File: src/rtl/core/ars_ram.sv
// ----------------------------------------------------------------------------
// ars_ram
// Generic single-write, single-read RAM with registered read data.
// ----------------------------------------------------------------------------
`default_nettype none

module ars_ram #(
    parameter int WIDTH = 8,
    parameter int DEPTH = 64
) (
    input  wire logic                     i_clk,
    input  wire logic                     i_we,
    input  wire logic [$clog2(DEPTH)-1:0] i_waddr,
    input  wire logic [WIDTH-1:0]         i_wdata,
    input  wire logic                     i_re,
    input  wire logic [$clog2(DEPTH)-1:0] i_raddr,
    output logic      [WIDTH-1:0]         o_rdata
);

    logic [WIDTH-1:0] r_mem [DEPTH];

    always_ff @(posedge i_clk) begin
        if (i_we) begin
            r_mem[i_waddr] <= i_wdata;
        end
        if (i_re) begin
            o_rdata <= r_mem[i_raddr];
        end
    end

endmodule

`default_nettype wire
File: config.mk
export PLATFORM = sky130hd
export DESIGN_NAME = ars_ram
export DESIGN_NICKNAME = d
export VERILOG_FILES = /design/src/rtl/core/ars_ram.sv
export SDC_FILE = /design/constraint.sdc
export NUM_CORES = 1
export LEC_CHECK = 0
export BUFFER_PORTS_ARGS = -buffer_cell sky130_fd_sc_hd__buf_2
export CELL_PAD_IN_SITES_DETAIL_PLACEMENT = 0
export CELL_PAD_IN_SITES_GLOBAL_PLACEMENT = 1
export CORE_ASPECT_RATIO = 1.75
export CORE_MARGIN = 3
export CORE_UTILIZATION = 50
export DETAILED_ROUTE_END_ITERATION = 10
export PLACE_DENSITY_LB_ADDON = 0.08
export SYNTH_ARGS = -nofsm -noshare
export SYNTH_HDL_FRONTEND = slang
export SYNTH_SLANG_ARGS = --single-unit
export TNS_END_PERCENT = 100
File: constraint.sdc
create_clock -name i_clk -period 1.9 [get_ports i_clk]
set_input_delay 0.095 -clock i_clk [delete_from_list [all_inputs] [get_ports i_clk]]
set_output_delay 0.095 -clock i_clk [all_outputs]
set_load 0.03 [all_outputs]
==> impl_metrics.tcl <==
set metrics [dict create \
    synth_compound_area_share_pct 2.06 \
    pin_count 31 \
    holdWs_ps 14.6 \
    cts-buffers-inserted 45 \
    hold_class "primary input to flip-flop" \
    antenna_found_initial 1 \
    slew_violations 0 \
    synth_top_family_by_area "multiplexers" \
    cpPeakStageDelay_ps 530 \
    p_total_mw 23.3 \
    grtUsageTotal_pct 22.7 \
    dieArea_um2 43000 \
    n_antenna_cell 0 \
    drc 0 \
    cts.clk_slew.worst_paths_ps 60 \
    synthAdderAreaFrac_pct 0 \
    grt_pass1_wl_mm 69.6 \
    antenna_left 0 \
    initial_core_util_pct 51.1 \
    finClkSkew_ps 20.5 \
    syn_inst 940 \
    die_w_um 158 \
    row_count 96 \
    hold_viol 0 \
    maxCapViolCount 0 \
    end_kind "flip-flop" \
    fmax_mhz 500 \
    drt_pre_antenna_iters 5 \
    ys_ff_latch 520 \
    path_class "flip-flop to flip-flop" \
    overflow 0 \
    status "complete, but fails checks" \
    ys.warnings.count 0 \
    gp_congestion 0.818 \
    slew_headroom_pct 55.0 \
    crit_buf_inv 0 \
    grt_max_degree 65 \
    dpl_cell_area_um2 22100 \
    synth.top_cell.area_share_pct 77.1 \
    cts_buffer_depth 3 \
    wire_per_inst_um 29.0 \
    path_common_cell "mux4_2" \
    finalSetupViolCount 5 \
    yosysTopAreaCell "edfxtp_1" \
    power.leakage_nw 7.71 \
    synth_xor_area_share_pct 0 \
    syn_nets 963 \
    wirelength_mm 47.5 \
    yosysUniqueCellTypes 39 \
    synthTopCellsByArea "edfxtp_1 (77%), mux4_2 (14%), nor2_1 (1.5%)" \
    powerDensity_nw_per_um2 982 \
    final_area_um2 23700 \
    dp_hpwl_mm 32.1 \
    dr.first_iter.drc_count 903 \
    synthMuxAreaShare_pct 15.9 \
    post_cts_buffers 0 \
    grt_pass1_vias 10600 \
    violations "setup timing" \
    tightest_slew_ps 669 \
    fin_crit_sh_pct 105 \
    syn2layout_area_growth_pct 17.2 \
    cp_slowest_cell "mux4_2" \
    yosys.area_share.simple_pct 3.37 \
    synth_area_per_cell_um2 21.5 \
    port_buffers 30 \
    peakVddDrop_v 0.000934 \
    clk_latency_ps 560 \
    required_ps 2190 \
    core_area_um2 39600 \
    fin_ws_ps -102 \
    ys_seq_area_share_pct 77.1 \
    crit_chain "mux4_2, mux4_2, nor2_4, nor3_1, o2bb2ai_1" \
    setup_tns_ps -369 \
    cp_max_fo 1 \
    cts_tree "built" \
    path_delay_family "multiplexers" \
    clkSinkCount 520 \
    startpoint_type "flip-flop" \
    n_fill_cell 2845 \
    rsz0062_at_grt "true" \
    cp.arrival_ps 2290 \
    num_vias 9905 \
    vias_per_cell 6.03 \
    syn_area_um2 20200 \
    htree_levels 2 \
    root_buffer "clkbuf_16" \
    drive_gt1_share_pct 34.9 \
    die_h_um 272 \
    dpl_worst_slack_ps -463 \
    fin_nets 1144 \
    post-route-min-period_ps 2000 \
]
==> synth_stat cells <==
master / instances
o21ai_1: 2
a2111oi_0: 2
nand4_1: 2
a31oi_1: 1
mux2_2: 13
o21a_1: 2
nand4b_1: 1
nand2_1: 19
edfxtp_1: 520
o41ai_1: 2
o311ai_1: 1
o221ai_1: 8
and2_1: 1
nand3b_1: 3
o2111ai_1: 3
o221a_2: 2
or3_1: 1
nor2b_1: 14
o32ai_1: 2
o22ai_1: 8
a21oi_1: 3
a22oi_1: 3
nor2_1: 83
buf_2: 11
clkbuf_1: 17
nor3_1: 7
buf_1: 4
a221oi_1: 6
buf_12: 2
o2bb2ai_1: 3
buf_6: 4
buf_4: 13
nor4_1: 2
o21ai_0: 2
mux4_2: 126
nand2b_1: 7
a211oi_1: 4
nand3_1: 13
mux2i_1: 23
==> per-layer routing <==
layer	global-route usage (%)	share of wire (%)	up-vias
met5	0	0	-
met4	7.48	3.4	0
met3	2.54	4.0	87
met2	41.0	56	268
met1	28.4	37	5269
li1	-	-	4281
==> worst register-to-register path, delay by kind of cell (launching register included) <==
kind            cells  cell delay [ps]
flops               1              360
mux                 2             1030
compound gates      1              150
simple gates        2              210
==> path summary, 6_finish.rpt <==
check | start | endpoint | slack, ps | cells past startpoint
worst max-delay path | r_mem[15][1] | o_rdata[1] | -100 | 5
worst min-delay path | i_wdata[0] | r_mem[49][0] | 10 | 2
worst max register to register | r_mem[15][1] | o_rdata[1] | -100 | 5
worst min register to register | r_mem[22][2] | o_rdata[2] | 930 | 4
==> final cells by class <==
class / count / area (um2) / area share [%]
Clock buffer: 50 / 1170 / 4.92
Clock inverter: 28 / 302 / 1.27
Multi-Input combinational cell: 369 / 4460 / 18.8
Sequential cell: 520 / 15600 / 65.8
Tap cell: 490 / 613 / 2.58
Timing Repair Buffer: 185 / 1570 / 6.62
==> registers in the layout, summed over array words and instances, names as in the netlist <==
name,flops
r_mem,512
o_rdata,8
==> where the power goes <==
group          internal (mW)  switching [mW]
sequential              12.7          0.0323
clock                   5.23            3.90
combinational          0.600           0.814
total                   18.5            4.75
==> kinds of logic after synthesis <==
group | after synthesis
muxes | 162
AOI/OAI and AO/OA | 54
DFF | 520
and+or+nand+nor | 153
buffers and inverters | 51
==> layout by cell type (no fill, tap or decap), drive strengths merged, types with 3 or more instances in the layout <==
master	netlist	routed
edfxtp	520	520
buf	34	183
mux4	126	126
nor2	83	83
clkbuf	17	51
mux2i	23	23
nand2	19	19
clkinv	0	19
nor2b	14	14
nand3	13	13
mux2	13	13
o221ai	8	8
o22ai	8	8
nand2b	7	7
nor3	7	7
bufinv	0	6
a221oi	6	6
a211oi	4	4
o21ai	4	4
nand3b	3	3
a21oi	3	3
a22oi	3	3
o2111ai	3	3
clkinvlp	0	3
o2bb2ai	3	3
==> timing repair <==
| item | in CTS | in global routing |
|---|---|---|
| resized for setup | 25 | 5 |
| pin swaps | 5 | 1 |
| hold buffers | 1 | 0 |
| hold endpoints to repair | 8 | 0 |
| endpoints found under the setup margin | 7 | 8 |
==> per-stage QoR <==
stage               instances  utilization [%]
finish                   1642             59.9
global route             1642             59.9
CTS                      1642             59.8
detailed placement       1563             55.8
global placement         1563             55.8
floorplan                 940                -
Note: power is estimated with default switching activity, not from simulation.
